<file path="config.mk">
export PLATFORM = sky130hd
export DESIGN_NAME = top_k_queue_depth_recorder
export DESIGN_NICKNAME = d
export VERILOG_FILES = /design/src/rtl/tkq_pkg.sv /design/src/rtl/tkq_ctrl.sv /design/src/rtl/tkq_datapath.sv /design/src/rtl/top_k_queue_depth_recorder.sv
export SDC_FILE = /design/constraint.sdc
export NUM_CORES = 1
export LEC_CHECK = 0
export ABC_AREA = 1
export BUFFER_PORTS_ARGS = -buffer_cell sky130_fd_sc_hd__buf_2
export CORE_MARGIN = 2
export CORE_UTILIZATION = 45
export DETAILED_ROUTE_END_ITERATION = 16
export GPL_ROUTABILITY_DRIVEN = 0
export PLACE_DENSITY = 0.66
export SLEW_MARGIN = 20
export SYNTH_ARGS = -nofsm -noshare
export SYNTH_HDL_FRONTEND = slang
export SYNTH_SLANG_ARGS = --single-unit
</file>
<file path="constraint.sdc">
create_clock -name clk -period 3.1 [get_ports clk]
set_input_delay 0.155 -clock clk [delete_from_list [all_inputs] [get_ports clk]]
set_output_delay 0.155 -clock clk [all_outputs]
set_load 0.02 [all_outputs]
</file>
<file path="src/rtl/tkq_pkg.sv">
// Package with constants, codes and the control/status types of the top-K queue depth recorder.
package tkq_pkg;

    localparam int MAX_ENTRIES = 4;
    localparam int IDX_W       = (MAX_ENTRIES > 1) ? $clog2(MAX_ENTRIES) : 1;
    localparam int COUNT_W     = $clog2(MAX_ENTRIES + 1);
    localparam int DEPTH_W     = 16;
    localparam int DIV_CNT_W   = $clog2(DEPTH_W);
    localparam int IN_DATA_W   = 72;
    localparam int OUT_DATA_W  = 16;

    localparam logic [1:0] STATUS_REJECT = 2'd0;
    localparam logic [1:0] STATUS_SKIP   = 2'd1;
    localparam logic [1:0] STATUS_RECORD = 2'd2;

    typedef enum logic [1:0] {
        S_IDLE,
        S_DIV,
        S_SCAN,
        S_DONE
    } ctrl_state_t;

    typedef struct packed {
        logic load;
        logic div_step;
        logic scan_step;
        logic finish;
    } dp_cmd_t;

    typedef struct packed {
        logic div_last;
        logic scan_last;
        logic out_free;
    } dp_sts_t;

endpackage

</file>
<file path="src/rtl/tkq_ctrl.sv">
// Controller state machine that sequences divide, scan and table update for one report.
module tkq_ctrl (
    input  logic            clk,
    input  logic            rst_n,
    input  logic            in_valid,
    output logic            in_ready,
    input  tkq_pkg::dp_sts_t sts,
    output tkq_pkg::dp_cmd_t cmd
);
    import tkq_pkg::*;

    ctrl_state_t state_reg;
    ctrl_state_t state_next;

    always_ff @(posedge clk or negedge rst_n)
    begin
        if (!rst_n)
        begin
            state_reg <= S_IDLE;
        end
        else
        begin
            state_reg <= state_next;
        end
    end

    always_comb
    begin
        state_next = state_reg;
        cmd        = '0;
        in_ready   = 1'b0;
        case (state_reg)
            S_IDLE:
            begin
                in_ready = 1'b1;
                if (in_valid)
                begin
                    cmd.load   = 1'b1;
                    state_next = S_DIV;
                end
            end
            S_DIV:
            begin
                cmd.div_step = 1'b1;
                if (sts.div_last)
                begin
                    state_next = S_SCAN;
                end
            end
            S_SCAN:
            begin
                cmd.scan_step = 1'b1;
                if (sts.scan_last)
                begin
                    state_next = S_DONE;
                end
            end
            S_DONE:
            begin
                if (sts.out_free)
                begin
                    cmd.finish = 1'b1;
                    state_next = S_IDLE;
                end
            end
            default:
            begin
                state_next = S_IDLE;
            end
        endcase
    end

endmodule

</file>
<file path="src/rtl/tkq_datapath.sv">
// Datapath with the restoring divider, the entry table, the minimum scan and the result register.
module tkq_datapath (
    input  logic                          clk,
    input  logic                          rst_n,
    input  logic                          cfg_valid,
    input  logic [tkq_pkg::DEPTH_W-1:0]   cfg_data,
    input  logic                          in_clear,
    input  logic [tkq_pkg::IN_DATA_W-1:0] in_data,
    output logic                          out_valid,
    input  logic                          out_ready,
    output logic [tkq_pkg::OUT_DATA_W-1:0] out_data,
    input  tkq_pkg::dp_cmd_t              cmd,
    output tkq_pkg::dp_sts_t              sts
);
    import tkq_pkg::*;

    logic [DEPTH_W-1:0]   unit_reg;
    logic [7:0]           node_reg;
    logic [7:0]           port_reg;
    logic [31:0]          time_reg;
    logic [7:0]           rate_reg;
    logic [DEPTH_W-1:0]   rem_reg;
    logic [DEPTH_W-1:0]   quot_reg;
    logic [DIV_CNT_W-1:0] div_cnt_reg;
    logic [IDX_W-1:0]     scan_idx_reg;
    logic [IDX_W-1:0]     min_idx_reg;
    logic [DEPTH_W:0]     min_val_reg;
    logic [COUNT_W-1:0]   count_reg;
    logic [COUNT_W-1:0]   count_next;
    logic                 out_valid_reg;
    logic [OUT_DATA_W-1:0] out_data_reg;

    logic [7:0]         ent_node_reg  [MAX_ENTRIES];
    logic [7:0]         ent_port_reg  [MAX_ENTRIES];
    logic [DEPTH_W-1:0] ent_depth_reg [MAX_ENTRIES];
    logic [31:0]        ent_time_reg  [MAX_ENTRIES];
    logic [7:0]         ent_rate_reg  [MAX_ENTRIES];

    logic [DEPTH_W+1:0] diff;
    logic               borrow;
    logic [DEPTH_W:0]   scan_val;
    logic               table_full;
    logic               do_write;
    logic [IDX_W-1:0]   wr_idx;
    logic [1:0]         status;
    logic [5:0]         slot;

    // A zero divisor never borrows, so the quotient comes out as all ones.
    assign diff   = {1'b0, rem_reg, quot_reg[DEPTH_W-1]} - {2'b00, unit_reg};
    assign borrow = diff[DEPTH_W+1];

    assign scan_val   = {1'b0, ent_depth_reg[scan_idx_reg]};
    assign table_full = (count_reg == COUNT_W'(MAX_ENTRIES));

    always_comb
    begin
        do_write   = 1'b0;
        wr_idx     = min_idx_reg;
        status     = STATUS_SKIP;
        slot       = '0;
        count_next = count_reg;
        if (quot_reg == '0)
        begin
            status = STATUS_REJECT;
        end
        else if (!table_full)
        begin
            do_write   = 1'b1;
            wr_idx     = count_reg[IDX_W-1:0];
            status     = STATUS_RECORD;
            slot       = 6'(count_reg[IDX_W-1:0]);
            count_next = count_reg + COUNT_W'(1);
        end
        else if ({1'b0, quot_reg} > min_val_reg)
        begin
            do_write = 1'b1;
            status   = STATUS_RECORD;
            slot     = 6'(min_idx_reg);
        end
    end

    always_ff @(posedge clk or negedge rst_n)
    begin
        if (!rst_n)
        begin
            unit_reg      <= DEPTH_W'(1);
            count_reg     <= '0;
            out_valid_reg <= 1'b0;
        end
        else
        begin
            if (cfg_valid)
            begin
                unit_reg <= cfg_data;
            end
            if (cmd.load && in_clear)
            begin
                count_reg <= '0;
            end
            else if (cmd.finish)
            begin
                count_reg <= count_next;
            end
            if (cmd.finish)
            begin
                out_valid_reg <= 1'b1;
            end
            else if (out_ready)
            begin
                out_valid_reg <= 1'b0;
            end
        end
    end

    always_ff @(posedge clk)
    begin
        if (cmd.load)
        begin
            node_reg     <= in_data[7:0];
            port_reg     <= in_data[15:8];
            quot_reg     <= in_data[31:16];
            time_reg     <= in_data[63:32];
            rate_reg     <= in_data[71:64];
            rem_reg      <= '0;
            div_cnt_reg  <= '0;
            scan_idx_reg <= '0;
            min_idx_reg  <= '0;
            min_val_reg  <= {1'b1, {DEPTH_W{1'b0}}};
        end
        if (cmd.div_step)
        begin
            rem_reg     <= borrow ? {rem_reg[DEPTH_W-2:0], quot_reg[DEPTH_W-1]}
                                  : diff[DEPTH_W-1:0];
            quot_reg    <= {quot_reg[DEPTH_W-2:0], ~borrow};
            div_cnt_reg <= div_cnt_reg + DIV_CNT_W'(1);
        end
        if (cmd.scan_step)
        begin
            if (scan_val < min_val_reg)
            begin
                min_val_reg <= scan_val;
                min_idx_reg <= scan_idx_reg;
            end
            scan_idx_reg <= scan_idx_reg + IDX_W'(1);
        end
        if (cmd.finish)
        begin
            out_data_reg <= {1'b0, 7'(count_next), slot, status};
            if (do_write)
            begin
                ent_node_reg[wr_idx]  <= node_reg;
                ent_port_reg[wr_idx]  <= port_reg;
                ent_depth_reg[wr_idx] <= quot_reg;
                ent_time_reg[wr_idx]  <= time_reg;
                ent_rate_reg[wr_idx]  <= rate_reg;
            end
        end
    end

    assign sts.div_last  = (div_cnt_reg == DIV_CNT_W'(DEPTH_W - 1));
    assign sts.scan_last = (scan_idx_reg == IDX_W'(MAX_ENTRIES - 1));
    assign sts.out_free  = !out_valid_reg || out_ready;

    assign out_valid = out_valid_reg;
    assign out_data  = out_data_reg;

endmodule

</file>
<file path="src/rtl/top_k_queue_depth_recorder.sv">
// Top level of the top-K queue depth recorder, joining controller and datapath.
//
// Channel   Direction  Handshake              Payload
// s_axis    in         s_tvalid / s_tready    hop report, clear flag in tuser
// m_axis    out        m_tvalid / m_tready    status, slot, used entry count
// cfg       in         cfg_valid / cfg_ready  depth unit divisor
//
// A report occupies the controller from the accepting cycle, which loads it, through the
// bit-serial divider and the minimum scan over every table entry to the table update.
// The next report is accepted in the cycle after the result is registered.
// Reset empties the table and sets the depth unit to one; cfg_ready is always high.
// A stalled result holds in the output register and only blocks the update of the next report.
module top_k_queue_depth_recorder (
    input  logic                           clk,
    input  logic                           rst_n,
    input  logic                           s_tvalid,
    output logic                           s_tready,
    // Fields from bit 0: node_id, port_num, raw_depth, time_stamp, rate_code.
    input  logic [tkq_pkg::IN_DATA_W-1:0]  s_tdata,
    // Fields from bit 0: clear_first.
    input  logic                           s_tuser,
    output logic                           m_tvalid,
    input  logic                           m_tready,
    // Fields from bit 0: status, slot, used_entries, one zero pad bit.
    output logic [tkq_pkg::OUT_DATA_W-1:0] m_tdata,
    input  logic                           cfg_valid,
    output logic                           cfg_ready,
    input  logic [tkq_pkg::DEPTH_W-1:0]    cfg_data
);
    import tkq_pkg::*;

    dp_cmd_t cmd;
    dp_sts_t sts;

    assign cfg_ready = 1'b1;

    tkq_ctrl u_ctrl (
        .clk      (clk),
        .rst_n    (rst_n),
        .in_valid (s_tvalid),
        .in_ready (s_tready),
        .sts      (sts),
        .cmd      (cmd)
    );

    tkq_datapath u_datapath (
        .clk       (clk),
        .rst_n     (rst_n),
        .cfg_valid (cfg_valid),
        .cfg_data  (cfg_data),
        .in_clear  (s_tuser),
        .in_data   (s_tdata),
        .out_valid (m_tvalid),
        .out_ready (m_tready),
        .out_data  (m_tdata),
        .cmd       (cmd),
        .sts       (sts)
    );

endmodule

</file>
## Word-level counts from Yosys, hierarchy flattened

Memory sizes are Yosys's and may differ from the RTL's. A register that Yosys moved wholly into a read port is not among the register bits.
Cells that the tools add are included.

- Register bits: 90
- RAM bits: 64
- Bits of input ports: 94
- Output and inout bits: 19
- Word-level logic and storage cells: 89
- Memories: 1

- $add $sub $neg: 4
- Magnitude comparators: 2
- Equality and inequality tests: 10
- Muxes and demuxes: 46
- Bitwise operators: 2
- Reductions and logical operators: 11

Memories:

| name | words | bits a word | rd ports | clocked after Yosys merged registers in | wr ports | RTL line | source |
|---|---|---|---|---|---|---|---|
| u_datapath.ent_depth_reg | 4 | 16 | 1 | 1 | 1 | tkq_datapath.sv:35 | `logic [DEPTH_W-1:0] ent_depth_reg [MAX_ENTRIES];` |

Operator list:

| operator | number |
|---|---|
| two-way mux 16 bit | 5 |
| two-way mux 17 bit | 3 |
| two-way mux 2 bit | 16 |
| subtractor 17 x 16 -> 18 bit | 1 |
| > comparator 16 x 17 -> 1 bit | 1 |
| less-than comparator 16 x 17 -> 1 bit | 1 |
| logical NOT 16 bit | 1 |
| two-way mux 1 bit | 15 |
| two-way mux 3 bit | 4 |
| two-way mux 4 bit | 2 |
| inequality test 2 bit, second input constant | 4 |
| case mux 2 bit (4 select lines) | 1 |
| nonzero test 2 bit | 4 |
| equality test 2 bit, second input constant | 3 |
| adder 4 x 1 -> 4 bit, second input constant | 1 |
| equality test 4 bit, second input constant | 1 |
| AND reduction 4 bit | 1 |
| adder 3 x 1 -> 3 bit, second input constant | 1 |
| equality test 3 bit, second input constant | 1 |
| adder 2 x 1 -> 2 bit, second input constant | 1 |
| equality test 2 x 1 -> 1 bit, second input constant | 1 |
| logical NOT 2 bit | 1 |
| NOT 1 bit | 2 |
| OR reduction 2 bit | 1 |
| 3 further kinds | 3 |

## Logic depth before layout (Yosys ltp)

- Depth after elaboration: 7
- Depth in mapped cells: 14
- Depth with buffers taken out: 14

## Hierarchy

A second synthesis with hierarchy kept.

- Cells, all modules: 926
- Area total of the unflattened synthesis: 8084.0 sq um

By module, submodules not included:

| module | instances | cells an instance | area each (sq um) | sequential area each (sq um) |
|---|---|---|---|---|
| tkq_datapath | 1 | 893 | 7842.5 | 4195.3 |
| tkq_ctrl | 1 | 31 | 230.2 | 50.0 |
| top_k_queue_depth_recorder | 1 | 2 | 11.3 | 0.0 |

## Least setup slack after synthesis

No wires, ideal clock.

- Path kind: register to register
- Start point: register u_datapath.quot_reg[15]
- End point: memory u_datapath.ent_depth_reg[1][0] (enable)
- Setup time: 389 ps
- Data arrival time: 2224 ps
- Required time: 2711 ps
- Path slack: 487 ps
- Cell stages (with the launch flop): 12
- Buffers on the path: 0
- Clock period less this slack: 2613 ps
- Cell sequence: edfxtp_1 ha_1 inv_1 nor2_1 nand2_1 nor2_1 nand4_1 nand3_1 nand2_1 nand2_1 nand3_1 nor2_1

- Word-level cells in the longest chain between the ends: 7
- Elaborated cells between the ends (all ways): 9
- Those cells by class: order compare: 1; mux: 7; reduce/logical: 1

RTL lines:

| what | RTL line | source |
|---|---|---|
| start: declaration | tkq_datapath.sv:23 | `logic [DEPTH_W-1:0] quot_reg;` |
| start signal: assignment | tkq_datapath.sv:121 | `quot_reg <= in_data[31:16];` |
| start signal: assignment | tkq_datapath.sv:134 | `quot_reg <= {quot_reg[DEPTH_W-2:0], ~borrow};` |
| > comparator 16 x 17 -> 1 bit | tkq_datapath.sv:74 | `else if ({1'b0, quot_reg} > min_val_reg)` |
| two-way mux 1 bit | tkq_datapath.sv:74 |  |
| two-way mux 1 bit | tkq_datapath.sv:66 | `else if (!table_full)` |
| two-way mux 1 bit | tkq_datapath.sv:62 | `if (quot_reg == '0)` |
| two-way mux 1 bit (3 in a row) | - |  |
| end: declaration | tkq_datapath.sv:35 |  |

Parallel ways exist; a longest one is shown, timed or not.

## Worst setup path in the final report

- Start point: register u_datapath.quot_reg[15]
- End point: register u_datapath.rem_reg[10] (data pin)

- Word-level cells in the longest chain between the ends: 3

RTL lines:

| what | RTL line | source |
|---|---|---|
| subtractor 17 x 16 -> 18 bit | tkq_datapath.sv:49 | `assign diff = {1'b0, rem_reg, quot_reg[DEPTH_W-1]} - {2'b00, unit_reg};` |
| two-way mux 16 bit | tkq_datapath.sv:132 | `rem_reg <= borrow ? {rem_reg[DEPTH_W-2:0], quot_reg[DEPTH_W-1]}` |
| two-way mux 16 bit | tkq_datapath.sv:130 | `if (cmd.div_step)` |
| end signal: assignment | tkq_datapath.sv:132 |  |
| end: declaration | tkq_datapath.sv:22 | `logic [DEPTH_W-1:0] rem_reg;` |

No other way between the ends.
A chain may end at the register's enable or synchronous reset.

==> summary.txt <==
Run status
  • Status: finished clean

Floorplanning
  • Die ar.: 19,000 um2
  • Core area: 17,400 um2
  • Row count: 48
  • Io pins: 113
  • Starting Density: 46.2%
  • Die height: 138 um
  • Die width: 138 um

Synthesis
  • Syn avg cell area: 8.74 um2
  • Synth Flop Type: edfxtp_1
  • Ys async rst share: 14.5%
  • Largest area contributor in the netlist: edfxtp_1
  • Flops & latches, synth: 152
  • Yosys top cell area share: 40.7%
  • Most frequent cell after synthesis: nand2_1
  • Synth cell types: 34
  • Synthesis Warnings: 0
  • Synth Instances: 921
  • Top post-synthesis cells by area: edfxtp_1 41%, nand2_1 11%, ha_1 8.5%
  • Post-synth top cells: 246 x nand2_1, 127 x nor2_1, 109 x edfxtp_1
  • Post-synth EDFFs: 109
  • Synthesized area: 8050 um2
  • Sequential area share after synthesis: 52.7%

Drt
  • Final ANT Viol Nets: 0
  • 1st-iter DRT viols: 319
  • Wirelength per Cell: 14.0 um
  • DR pass1 iterations: 5
  • Vias per inst: 5.01
  • DR DRC count: 0
  • Routed WL: 17,400 um
  • DR vias: 6,206

Placed design
  • Number of port buffers: 46
  • DP HPWL: 12,100 um
  • Placed Cells: 1,180
  • Area after DPL: 8530 um2

Critical path
  • Reg-to-reg startpoint: u_datapath.quot_reg[15]$_DFFE_PP_
  • Crit path cell chain: inv_1 -> ha_1 -> fa_1 -> o21ai_0 -> nand2_1 -> nand2_1 -> nand2_1 -> nand2_1 -> nand2_1 -> nand2_1 -> nand2_1 -> nand2_1 -> nor2_1
  • CP delay by family, top: adder cells
  • Top cell by count, worst path: nand2_1
  • Critical path data arrival time: 2.78 ns
  • R2R Setup Slk: 0.51 ns
  • Critical path required time: 3.29 ns
  • FF-to-FF End: u_datapath.rem_reg[10]$_SDFFCE_PN0P_
  • Nature of the critical path endpoint: flop
  • CP max stage cell: edfxtp_1
  • Worst path bufs/invs: 1
  • CP Max Fanout: 7
  • Critical Path Max Stage Delay: 0.53 ns
  • Reg2Reg Depth: 13
  • Crit start category: flop
  • Kind of critical path: reg -> reg

GRT
  • Total GRT Usage: 19.8%
  • Global-route wire length before repair: 28,900 um
  • Grt total ovfl: 0
  • Antenna violations before repair: 0
  • GR Util met3: 3.86%
  • Met1 Usage GRT: 25.2%
  • Vias in the first global route: 6,047
  • Pin count of the biggest net entering global routing: 37
  • GR Layer Usage met2: 33.6%
  • GR peak layer: met2

CTS
  • TritonCTS clock tree: built
  • Cts repair resizes: 0
  • CTS root buf: clkbuf_16
  • Clk sinks: 152
  • Skew-Pair Late Insertion Delay: 0.43 ns
  • Clk buf depth: 2
  • Inserted Clock Buffers: 17
  • Clock slew at reported path FFs: 0.06 ns
  • Max H-tree Level: 4

Finish
  • FILL cells: 1,556
  • Utilization after layout: 54.5%
  • P&R area growth vs syn: 17.9%
  • ANT cells: 0
  • Largest register FFs: 64
  • Final cell count without fillers: 1,239
  • Post-route cell area: 9490 um2
  • Share of layout cells above drive strength 1: 10.7%
  • Final nets: 1,151

Job
  • Maxcap violations: 0

Timing
  • Post-layout minimum cycle time: 2.59 ns
  • Setup-failing EPs final: 0
  • Worst Max-Slew Pin Slew: 0.519 ns
  • Slew HR: 65.4%
  • Clock Skew: 0.0104 ns
  • Final TNS setup: 0 ns
  • Slew Viols, Final: 0
  • Period utilization: 83.7%
  • RSZ-0062 raised after global routing: no
  • Final hold violation count: 0
  • Fmax achieved: 0.385 GHz

Power and ir drop
  • Internal power: 6400 uW
  • Register share of total power: 33.6%
  • Leakage: 0.00432 uW
  • Comb pwr share: 43.6%
  • Worst VDD drop: 0.524 mV
  • Clk pwr share: 22.8%
  • P_sw: 4340 uW
  • Switch share: 40.4%
  • Pwr per Cell Area: 1130 nW/um2

Worst hold path
  • Hold Crit Class: in -> reg
  • WHS Path Cells: 3
  • WHS Endpoint: u_datapath.quot_reg[14]$_DFFE_PP_
  • Min-delay src: s_tdata[30]
[tightest hold or removal path, stage by stage]
cell	delay [ns]
buf_2	0.08
nand2_1	0.05
nand2_1	0.05
[how the worst max path moves through the flow]
stage	start	end	slack (ns)	cells past startpoint
3_5_place_dp	flop	u_datapath.min_val_reg[15]$_DFF_P_	0.20	13
5_1_grt	flop	u_datapath.min_val_reg[4]$_DFF_P_	0.24	13
6_report	u_datapath.quot_reg[15]$_DFFE_PP_	u_datapath.rem_reg[10]$_SDFFCE_PN0P_	0.51	13
2_1_floorplan	u_datapath.quot_reg[15]$_DFFE_PP_	u_datapath.ent_depth_reg[1][0]$_DFFE_PP_	0.49	11
4_1_cts	flop	u_datapath.min_val_reg[15]$_DFF_P_	0.20	13
3_3_place_gp	flop	u_datapath.min_val_reg[16]$_DFF_P_	0.24	13
[routing by layer]
| metal | part of all wire (%) | vias to the layer above |
|---|---|---|
| met5 | 0 | - |
| met4 | 2.1 | 0 |
| li1 | - | 3183 |
| met2 | 49 | 104 |
| met3 | 4.1 | 25 |
| met1 | 45 | 2894 |
[cells by family after synthesis]
kind of cell / synth area share (%)
buffers and inverters: 7.23
adders and majority gates: 8.80
and+or+nand+nor: 22.2
other: 0.0933
AOI/OAI and AO/OA: 7.96
muxes: 0.140
DFF: 52.7
xor gates and xnor gates: 0.870
[layout by cell type (no fill, tap or decap), types with 2 or more instances in the layout]
master         count
a21o_1             3
a21oi_1           26
buf_2             46
buf_4             20
bufinv_16          7
clkbuf_16         17
clkinv_4           6
conb_1            10
dfrtp_1           21
dfxtp_1           21
dlygate4sd3_1     23
edfxtp_1         109
ha_1              55
inv_1            105
inv_2              2
nand2_1          246
nand2_2            3
nand3_1           36
nand4_1           21
nor2_1           127
nor3_1             4
o21ai_0           68
o22ai_1           16
xor2_1             8
[power groups by stage]
stage	Combinational [uW]	Sequential, uW	Clock, uW
floorplan	3460	3550	0
global placement	4500	3640	0
detailed placement	4610	3650	0
CTS	4660	3610	2470
global route	5440	3700	2560
finish	4690	3610	2450
[metrics by stage]
step	total power (uW)	setup WS, ns	hold slack (ns)
after detailed placement	8250	0.204	0.165
after CTS	10800	0.201	0.000417
after global routing	11700	0.235	0.00345
after floorplan	7010	0.487	-0.141
final	10700	0.506	0.00184
after global placement	8130	0.244	0.156
[final cells by class]
class | instances | area, um2 | share of cell area [%]
Sequential cell | 152 | 4250 | 44.7
Multi-Input combinational cell | 634 | 3250 | 34.3
Timing Repair Buffer | 89 | 611 | 6.43
Clock buffer | 17 | 425 | 4.48
Inverter | 107 | 402 | 4.23
Tap cell | 225 | 282 | 2.97
Clock inverter | 15 | 275 | 2.90
[repair_timing]
| action | CTS | global route |
|---|---|---|
| buffers inserted | 0 | 4 |
| hold endpoints to repair | 43 | 0 |
| endpoints found under the setup margin | 0 | 18 |
| hold buffers | 23 | 0 |
Power figures use the tool's default switching activity.
